--- src/hw/rtl/eks_div.sv ---
// eks_div: 64 by 32 bit unsigned restoring divider, one quotient bit per cycle
// depends on nothing but the clock and reset
module eks_div (
  input  logic        clk,
  input  logic        rst_n,
  input  logic        start,
  input  logic [63:0] dividend,
  input  logic [31:0] divisor,
  output logic        done,
  output logic [63:0] quot
);

  logic        busy_r;
  logic        done_r;
  logic [5:0]  cnt_r;
  logic [31:0] rem_r;
  logic [63:0] qd_r;
  logic [31:0] dsr_r;
  logic [32:0] rem_sh;
  logic [32:0] rem_sub;
  logic        ge;

  // one restoring step
  always_comb begin
    rem_sh  = {rem_r, qd_r[63]};
    ge      = rem_sh >= {1'b0, dsr_r};
    rem_sub = rem_sh - {1'b0, dsr_r};
  end

  always_ff @(posedge clk) begin
    if (!rst_n) begin
      busy_r <= 1'b0;
      done_r <= 1'b0;
      cnt_r  <= '0;
    end else begin
      done_r <= 1'b0;
      if (start) begin
        busy_r <= 1'b1;
        cnt_r  <= '0;
      end else if (busy_r) begin
        cnt_r <= cnt_r + 6'd1;
        if (cnt_r == 6'd63) begin
          busy_r <= 1'b0;
          done_r <= 1'b1;
        end
      end
    end
  end

  // datapath
  always_ff @(posedge clk) begin
    if (start) begin
      rem_r <= '0;
      qd_r  <= dividend;
      dsr_r <= divisor;
    end else if (busy_r) begin
      rem_r <= ge ? rem_sub[31:0] : rem_sh[31:0];
      qd_r  <= {qd_r[62:0], ge};
    end
  end

  assign done = done_r;
  assign quot = qd_r;

endmodule

--- config.mk ---
export PLATFORM = sky130hd
export DESIGN_NAME = eks_div
export DESIGN_NICKNAME = d
export VERILOG_FILES = /design/src/hw/rtl/eks_div.sv
export SDC_FILE = /design/constraint.sdc
export NUM_CORES = 1
export LEC_CHECK = 0
export ABC_AREA = 1
export BUFFER_PORTS_ARGS = -buffer_cell sky130_fd_sc_hd__buf_2
export CORE_ASPECT_RATIO = 1.75
export CORE_MARGIN = 1.5
export CORE_UTILIZATION = 45
export CTS_BUF_LIST = sky130_fd_sc_hd__clkbuf_2
export DETAILED_ROUTE_END_ITERATION = 10
export PLACE_DENSITY = 0.67
export RECOVER_POWER = 25
export SYNTH_ARGS = -nofsm -noshare
export SYNTH_HDL_FRONTEND = slang
export SYNTH_SLANG_ARGS = --single-unit
export TNS_END_PERCENT = 100
--- constraint.sdc ---
create_clock -name clk -period 3.95 [get_ports clk]
set_clock_uncertainty 0.1 [all_clocks]
set_input_delay 0.1975 -clock clk [delete_from_list [all_inputs] [get_ports clk]]
set_output_delay 0.1975 -clock clk [all_outputs]
set_load 0.01 [all_outputs]
==> impl_metrics.env, run 1 <==
export IMPL_synth_ff_type="edfxtp_1"
export IMPL_seqPwrFrac_pct=53.7
export IMPL_num_rows=65
export IMPL_powerDensity_mw_per_mm2=291
export IMPL_syn_avg_cell_area_um2=7.22
export IMPL_cp_top_family="buffers and inverters"
export IMPL_vias=8093
export IMPL_syn_inst=1132
export IMPL_pre_cts_ws_ns=1.15
export IMPL_max_cap_viol_count=1
export IMPL_fin_setup_tns_ns=0
export IMPL_htree_levels=4
export IMPL_cts_clk_slew_worst_paths_ns=0.22
export IMPL_final_antenna_net_count=0
export IMPL_comb_power_share_pct=18.0
export IMPL_wl_mm=24.4
export IMPL_netlist_area_mm2=0.00817
export IMPL_hold_buffers=139
export IMPL_arrival_ns=3.74
export IMPL_synth_nets=1265
export IMPL_clk_latency_ns=0.75
export IMPL_fmax_mhz=311
export IMPL_multi_input_comb_area_mm2=0.00364
export IMPL_cts_sinks=136
export IMPL_synth_cell_types=32
export IMPL_drc=0
export IMPL_seq_area_mm2=0.00368
export IMPL_maxSlewHeadroom_pct=-23.1
export IMPL_drt_iter0_markers=324
export IMPL_crit_chain="dlygate4sd3_1, clkbuf_1, clkbuf_2, nand2_1, nand2_1"
export IMPL_fin_nets=1564
export IMPL_instances_no_fill=1679
export IMPL_pwr_share_clk_pct=28.3
export IMPL_synthToLayoutAreaGrowth_pct=32.6
export IMPL_ys_top_cells_by_area="edfxtp_1 35%, nand2_1 23%, dfxtp_1 9.8%, inv_1 8.5%, ha_1 5.1%"
export IMPL_yosysWarnings=0
export IMPL_worst_pin_slew_ns=1.85
export IMPL_hold_viol_final=0
export IMPL_portBuffers=163
export IMPL_final_common_cell="nand2_1"
export IMPL_drive_gt1_share_pct=15.0
export IMPL_fin_crit_ns=3.21
export IMPL_die_area_mm2=0.0190
export IMPL_start_util_pct=45.7
export IMPL_antenna_found_initial=1
export IMPL_p_switching_uw=897
export IMPL_synth_seq_cells=136
export IMPL_cp_max_fo=67
export IMPL_p_leak_nw=5.70
export IMPL_crit_path_max_incr_delay_ns=1.31
export IMPL_yosysTopAreaCellShare_pct=35.3
export IMPL_gp_congestion=1.00
export IMPL_viasPerCell=4.82
export IMPL_grt_pass1_vias=8393
export IMPL_setup_ws_ns=0.736
export IMPL_grt_max_degree=68
export IMPL_critPathCaptureType="flip-flop"
export IMPL_drt_pass1_iterations=7
export IMPL_p_sw_share_pct=28.4
export IMPL_post_cts_buffers=0
export IMPL_worstPathRequired_ns=4.47
export IMPL_synth_edff_count=96
export IMPL_dieHeight_um=181
export IMPL_core_area_mm2=0.0179
export IMPL_status="finished, violations left"
export IMPL_clockRootBuffer="clkbuf_2"
export IMPL_setup_violations=0
export IMPL_failed_checks="capacitance limit, slew limit"
export IMPL_cts_buffers=17
export IMPL_fin_crit_sh_pct=81.4
export IMPL_io_pin_count=164
export IMPL_synth_largest_area_cell="edfxtp_1"
export IMPL_start_kind="input pin"
export IMPL_internal_power_mw=2.26
export IMPL_die_x_um=105
export IMPL_yosysSeqAreaShare_pct=45.1
export IMPL_post_place_cells=1507
export IMPL_cp_slowest_cell="clkbuf_1"
export IMPL_slew_violations=33
export IMPL_fillCellCount=1664
export IMPL_groute_usage_overall_pct=26.7
export IMPL_critPathKind="in -> reg"
export IMPL_holdWs_ns=0.131
export IMPL_clk_path_buf_depth=2
export IMPL_gr_total_overflow=0
export IMPL_crit_path_frequent_cell="nand2_1"
export IMPL_peakVddDrop_uv=446
export IMPL_grt_pass1_wl_mm=39.7
export IMPL_hpwlAfterDp_mm=16.9
export IMPL_wl_per_cell_um=14.5
export IMPL_cts_resized=0
export IMPL_path_buf_inv=3
export IMPL_final_core_util_pct=60.6
export IMPL_rsz0062_at_grt="no"
export IMPL_hold_class="in -> reg"
export IMPL_cts_tree="yes"
export IMPL_layout_common_cells="508 x nand2_1, 184 x inv_1, 162 x buf_2"
export IMPL_async_reset_ff_share_pct=0
## routing by layer
layer  GRT usage, %  part of all wire (%)  wire, um  vias up
met2           51.3                    55     13300      273
met1           25.7                    35      8550     3624
li1               -                     -         -     4120
met4           15.8                   5.5      1330        0
met3           5.16                   4.9      1190       76
met5              0                     0         0        -
## cells in the mapped netlist (2+ instances only)
cell type,number
nand2_1,508
inv_1,186
edfxtp_1,96
nand3_1,82
nor2_1,45
dfxtp_1,40
ha_1,33
a21oi_1,25
clkbuf_1,15
nand3b_1,14
xnor2_1,13
o21ai_1,10
nand4_1,9
o21ai_0,8
nand2_2,6
nor3_1,5
buf_1,4
buf_2,4
buf_6,4
nor2_2,4
and2_1,3
o21bai_1,3
a31oi_1,2
buf_4,2
nor2_4,2
nor4_1,2
o21a_1,2
## worst reg2reg max path: cells and delay by family (launching register included)
| kind | cells | cell delay, ns |
|---|---|---|
| AOI/OAI and AO/OA | 1 | 0.19 |
| adders and majority gates | 1 | 0.35 |
| buffers and inverters | 2 | 0.10 |
| DFF | 1 | 0.38 |
| and+or+nand+nor | 9 | 1.65 |
## cell type report
cell class	count	area share, %
Sequential cell	136	34.0
Multi-Input combinational cell	781	33.6
Timing Repair Buffer	309	20.9
Inverter	186	6.44
Tap cell	234	2.70
Clock inverter	13	1.41
Clock buffer	19	0.878
Antenna cell	1	0.0231
## through the flow
stage / instance area [um2] / power, mW
finish: 10800 / 3.16
global route: 10800 / 3.31
CTS: 10800 / 3.19
detailed placement: 9200 / 2.18
global placement: 9200 / 2.17
floorplan: 8170 / 1.98
## path summary, 6_finish.rpt
kind,startpoint,end,slack [ns],cells past startpoint
worst max-delay path,start,quot[28],0.74,5
worst min register to register,rem_r[20],rem_r[20],0.39,2
worst min-delay path,dividend[29],quot[29],0.13,4
worst max register to register,dsr_r[24],rem_r[13],1.13,13
## power by group through the flow
stage / registers (mW) / clock network (mW) / logic, mW
after floorplan: 1.75 / 0 / 0.224
after global placement: 1.72 / 0 / 0.449
after detailed placement: 1.72 / 0 / 0.454
after CTS: 1.69 / 0.933 / 0.559
after global routing: 1.71 / 0.976 / 0.628
final: 1.70 / 0.894 / 0.568
## registers in the layout, indices dropped and copies added, names as in the netlist
name and cells:
quot 64, dsr_r 32, rem_r 32, cnt_r 6, busy_r 1, done 1
## cell families after synthesis
family	after synthesis	share of synthesized area [%]
compound gates	50	3.25
simple gates	683	34.5
fa+ha+maj	34	5.30
xor+xnor	14	1.50
flops	136	45.1
buf+inv	215	10.4
No activity file was read; power rests on OpenSTA's default activity.
==> run 2: changes to the inputs <==
==> constraint.sdc (replaced) <==
create_clock -name clk -period 3.05 [get_ports clk]
set_clock_uncertainty 0.1 [all_clocks]
set_input_delay 0.1525 -clock clk [delete_from_list [all_inputs] [get_ports clk]]
set_output_delay 0.1525 -clock clk [all_outputs]
set_load 0.01 [all_outputs]
==> run 2 against run 1 <==
Compared with the run above: the flow still finishes with violations (capacitance limit, slew limit); core utilization up 0.75 points; critical path depth up 8; via count up 1.9%; setup slack worse by 0.23 ns; first-iteration DRC count up 20%; cell area up 1.2%; critical endpoint is now rem_r[28]; largest cell class unchanged.
==> impl_metrics.env, run 2 (synthesis gave the netlist of run 1 again) <==
export IMPL_status="finished, violations left"
export IMPL_failed_checks="capacitance limit, slew limit"
export IMPL_hold_viol_final=0
export IMPL_grt_pass1_wl_mm=40.0
export IMPL_synthToLayoutAreaGrowth_pct=34.2
export IMPL_fmax_mhz=392
export IMPL_grt_pass1_vias=8365
export IMPL_worst_pin_slew_ns=1.52
export IMPL_max_cap_viol_count=1
export IMPL_antenna_found_initial=1
export IMPL_power_mw=4.13
export IMPL_cts_resized=0
export IMPL_p_sw_share_pct=28.9
export IMPL_cts_buffers=17
export IMPL_critPathCaptureType="flip-flop"
export IMPL_portBuffers=163
export IMPL_drt_pass1_iterations=8
export IMPL_p_switching_mw=1.19
export IMPL_setup_violations=0
export IMPL_grt_max_degree=71
export IMPL_pwr_share_clk_pct=28.6
export IMPL_fin_setup_tns_ns=0
export IMPL_fin_crit_ns=2.55
export IMPL_hold_buffers=149
export IMPL_cp_max_fo=32
export IMPL_fin_crit_sh_pct=83.6
export IMPL_start_util_pct=45.7
export IMPL_dieHeight_um=181
export IMPL_rsz0062_at_grt="no"
export IMPL_die_area_mm2=0.0190
export IMPL_wl_per_cell_um=14.6
export IMPL_final_antenna_net_count=0
export IMPL_comb_power_share_pct=18.3
export IMPL_multi_input_comb_area_mm2=0.00364
export IMPL_io_pin_count=164
export IMPL_drc=0
export IMPL_gp_congestion=0.996
export IMPL_clockRootBuffer="clkbuf_2"
export IMPL_wl_mm=24.7
export IMPL_place_area_mm2=0.00923
export IMPL_largest_reg_flops=64
export IMPL_arrival_ns=3.13
export IMPL_vias=8249
export IMPL_cts_tree="yes"
export IMPL_cts_clk_slew_worst_paths_ns=0.21
export IMPL_seqPwrFrac_pct=53.2
export IMPL_slew_violations=71
export IMPL_layout_common_cells="508 x nand2_1, 185 x inv_1, 161 x buf_2"
export IMPL_fin_nets=1578
export IMPL_worstPathRequired_ns=3.63
export IMPL_viasPerCell=4.87
export IMPL_htree_levels=4
export IMPL_start_kind="flip-flop"
export IMPL_clk_latency_ns=0.77
export IMPL_clk_path_buf_depth=2
export IMPL_p_leak_nw=5.75
export IMPL_hold_class="in -> reg"
export IMPL_die_x_um=105
export IMPL_maxSlewHeadroom_pct=-1.20
export IMPL_fillCellCount=1667
export IMPL_groute_usage_overall_pct=27.0
export IMPL_peakVddDrop_uv=364
export IMPL_critPathKind="reg -> reg"
export IMPL_hpwlAfterDp_mm=17.0
export IMPL_post_cts_buffers=0
export IMPL_fin_area_mm2=0.0110
export IMPL_gr_total_overflow=0
export IMPL_powerDensity_mw_per_mm2=376
export IMPL_final_common_cell="nand2_1"
export IMPL_seq_area_mm2=0.00368
export IMPL_drt_iter0_markers=389
export IMPL_num_rows=65
export IMPL_internal_power_mw=2.94
export IMPL_core_area_mm2=0.0179
export IMPL_drive_gt1_share_pct=15.0
export IMPL_cts_sinks=136
run 2: final timing paths:
kind / start / to / slack (ns) / depth (start not counted)
worst min register to register: rem_r[16] / rem_r[16] / 0.38 / 2
worst max-delay path: dsr_r[24] / rem_r[28] / 0.50 / 13
worst min-delay path: dividend[28] / quot[28] / 0.09 / 4
worst max register to register: dsr_r[24] / rem_r[28] / 0.50 / 13
run 2: power groups by stage:
stage	Combinational, mW	Sequential (mW)	Clock [mW]
final	0.755	2.19	1.18
after global routing	0.833	2.21	1.28
after detailed placement	0.598	2.23	0
after CTS	0.744	2.19	1.22
after floorplan	0.290	2.27	0
after global placement	0.593	2.23	0
run 2: worst max-delay path, stage by stage (launching register included):
cell,delay [ns]
edfxtp_1,0.39
inv_1,0.05
ha_1,0.42
nand2_1,0.15
nor2_1,0.30
nand2_1,0.09
nor2_1,0.11
nand2_1,0.09
nor2_4,0.12
nor2_4,0.06
nand2_4,0.32
nand3_1,0.13
nand2_1,0.09
nand2_1,0.05
run 2: cell type report:
cell class	count	area share, %
clock buffer	19	0.867
timing repair buffer	323	21.9
clock inverter	13	1.40
antenna	1	0.0228
inverter	186	6.36
sequential	136	33.6
tap	234	2.67
multi-input combinational	781	33.2
run 2: through the flow:
step / cells / hold WS [ns] / utilization (%) / setup slack, ns
floorplan: 1132 / 0.151 / - / 0.924
global placement: 1511 / 0.230 / 51.6 / 0.560
detailed placement: 1511 / 0.231 / 51.6 / 0.488
CTS: 1692 / 0.000262 / 61.3 / 0.457
global route: 1693 / 0.00700 / 61.3 / 0.316
finish: 1693 / 0.0879 / 61.3 / 0.502
run 2: layer usage:
metal	global-route usage (%)	part of all wire (%)	wire length, um
met1	26.5	36	8900
met4	14.8	4.5	1110
met2	52.3	55	13700
met3	4.69	4.1	1020
met5	0	0	0
==> run 3: changes to the inputs <==
--- a/config.mk
+++ b/config.mk
@@ -12,7 +12,7 @@
 export CORE_UTILIZATION = 45
 export CTS_BUF_LIST = sky130_fd_sc_hd__clkbuf_2
 export DETAILED_ROUTE_END_ITERATION = 10
-export PLACE_DENSITY = 0.67
+export PLACE_DENSITY = 0.7
 export RECOVER_POWER = 25
 export SYNTH_ARGS = -nofsm -noshare
 export SYNTH_HDL_FRONTEND = slang
==> constraint.sdc (replaced) <==
create_clock -name clk -period 2.15 [get_ports clk]
set_clock_uncertainty 0.1 [all_clocks]
set_input_delay 0.1075 -clock clk [delete_from_list [all_inputs] [get_ports clk]]
set_output_delay 0.1075 -clock clk [all_outputs]
set_load 0.01 [all_outputs]
==> run 3 against run 2 <==
Compared with the run above: the run ends with setup timing left; worst hold slack worse by 0.013 ns; cell area is 25% higher; global-route usage is 7.6 points higher; first-iteration DRC count is 39% higher; wire length is 31% higher; sequential power is 43% higher; total power is 56% higher; highest routed layer unchanged.
==> impl_metrics.env, run 3 (synthesis gave the netlist of run 1 again) <==
export IMPL_crit_path_max_incr_delay_ns=0.44
export IMPL_gr_total_overflow=0
export IMPL_clk_latency_ns=0.77
export IMPL_wl_mm=32.3
export IMPL_status="finished, violations left"
export IMPL_holdWs_ns=0.0749
export IMPL_largest_reg_flops=64
export IMPL_fmax_mhz=437
export IMPL_seq_area_mm2=0.00368
export IMPL_cts_sinks=136
export IMPL_power_mw=6.44
export IMPL_hpwlAfterDp_mm=18.4
export IMPL_hold_class="in -> reg"
export IMPL_fillCellCount=1223
export IMPL_critPathCaptureType="flip-flop"
export IMPL_gp_congestion=0.997
export IMPL_drt_pass1_iterations=7
export IMPL_rsz0062_at_grt="yes"
export IMPL_dieHeight_um=181
export IMPL_worst_pin_slew_ns=0.650
export IMPL_failed_checks="setup timing"
export IMPL_vias=9702
export IMPL_final_common_cell="nand2_1"
export IMPL_fin_setup_tns_ns=-1.48
export IMPL_viasPerCell=5.04
export IMPL_worstPathRequired_ns=2.70
export IMPL_final_antenna_net_count=0
export IMPL_die_x_um=105
export IMPL_grt_pass1_vias=10200
export IMPL_cp_top_family="simple AND/OR/NAND/NOR gates"
export IMPL_slew_violations=0
export IMPL_arrival_ns=2.84
export IMPL_p_leak_nw=6.94
export IMPL_cp_slowest_cell="edfxtp_1"
export IMPL_cts_buffers=17
export IMPL_clockRootBuffer="clkbuf_2"
export IMPL_cp_max_fo=5
export IMPL_fin_nets=1809
export IMPL_critPathKind="reg -> reg"
export IMPL_path_buf_inv=5
export IMPL_die_area_mm2=0.0190
export IMPL_wl_per_cell_um=16.8
export IMPL_hold_viol_final=0
export IMPL_num_rows=65
export IMPL_start_kind="flip-flop"
export IMPL_fin_crit_ns=2.29
export IMPL_powerDensity_mw_per_mm2=471
export IMPL_crit_chain="inv_2, ha_4, nand2_4, inv_2, a21oi_2, nand2_1, nand2_1, nand2_2, nor2_4, buf_6, buf_8, nand3_2, nand2_1, inv_1, nand2_1, nand2_1"
export IMPL_crit_path_frequent_cell="nand2_1"
export IMPL_fin_crit_sh_pct=106
export IMPL_drt_iter0_markers=539
export IMPL_layout_common_cells="455 x nand2_1, 230 x dlygate4sd3_1, 167 x inv_1"
export IMPL_core_area_mm2=0.0179
export IMPL_grt_pass1_wl_mm=50.8
export IMPL_setup_ws_ns=-0.137
export IMPL_drc=0
export IMPL_synthToLayoutAreaGrowth_pct=67.3
export IMPL_setup_violations=32
export IMPL_cts_tree="yes"
export IMPL_io_pin_count=164
export IMPL_maxSlewHeadroom_pct=56.7
export IMPL_start_util_pct=45.7
export IMPL_htree_levels=4
export IMPL_portBuffers=163
export IMPL_max_cap_viol_count=0
export IMPL_clk_path_buf_depth=2
export IMPL_multi_input_comb_area_mm2=0.00427
export IMPL_peakVddDrop_uv=491
export IMPL_groute_usage_overall_pct=34.6
export IMPL_antenna_found_initial=1
export IMPL_grt_max_degree=93
export IMPL_drive_gt1_share_pct=29.1
export IMPL_cts_clk_slew_worst_paths_ns=0.24
==> run 3: cell count changes in the layout (fill, tap and decap cells not counted), sizes merged <==
cell	change
buf	+150
bufinv	+1
clkinvlp	-1
dlygate4sd3	+81
==> run 3: power breakdown <==
part / total (mW) / internal (mW) / switching, mW / leakage (nW)
Clock: 1.79 / 0.768 / 1.02 / 0.163
Combinational: 1.51 / 0.773 / 0.740 / 5.48
Sequential: 3.14 / 3.03 / 0.113 / 1.29
==> run 3: cell type report <==
cell class | instances | share of cell area, %
timing repair buffer | 554 | 32.6
multi-input combinational | 781 | 31.2
sequential | 136 | 26.9
inverter | 186 | 5.11
tap | 234 | 2.14
clock inverter | 13 | 1.29
clock buffer | 19 | 0.695
antenna | 1 | 0.0183
==> run 3: worst paths after layout <==
check / slack, ns / from / cells past startpoint / end
worst max register to register: -0.14 / dsr_r[24] / 16 / rem_r[25]
worst min-delay path: 0.07 / dividend[11] / 4 / quot[11]
worst min register to register: 0.40 / rem_r[28] / 2 / rem_r[28]
worst max-delay path: -0.14 / dsr_r[24] / 16 / rem_r[25]
==> run 3: metal layers <==
metal / part of all wire (%) / wire length [um] / track usage, % / vias to the layer above
li1: - / - / - / 4615
met1: 35 / 11200 / 34.6 / 4514
met2: 54 / 17400 / 65.1 / 440
met3: 5.3 / 1720 / 6.17 / 133
met4: 6.1 / 1960 / 21.0 / 0
met5: 0 / 0 / 0 / -
==> run 3: through the flow <==
stage	instances	cell area, um2	setup slack, ns	util, %
6_report	1924	13700	-0.137	76.4
5_1_grt	1924	13700	-0.192	76.4
4_1_cts	1920	13400	-0.0808	75.1
3_5_place_dp	1644	10300	-0.296	57.6
3_3_place_gp	1644	10300	-0.306	57.6
2_1_floorplan	1132	8180	0.0243	-
==> run 3: timing repair <==
action | in CTS | in global routing
pin swaps | 25 | 18
setup endpoints to repair | 33 | 33
gates cloned | 2 | 0
hold buffers | 230 | 0
buffers inserted | 13 | 3
resized for setup | 82 | 71
hold endpoints to repair | 184 | 0
==> run 3: worst min-delay path, stage by stage <==
cell	delay, ns
dlygate4sd3_1	0.52
buf_2	0.09
nand2_1	0.04
nand2_1	0.07
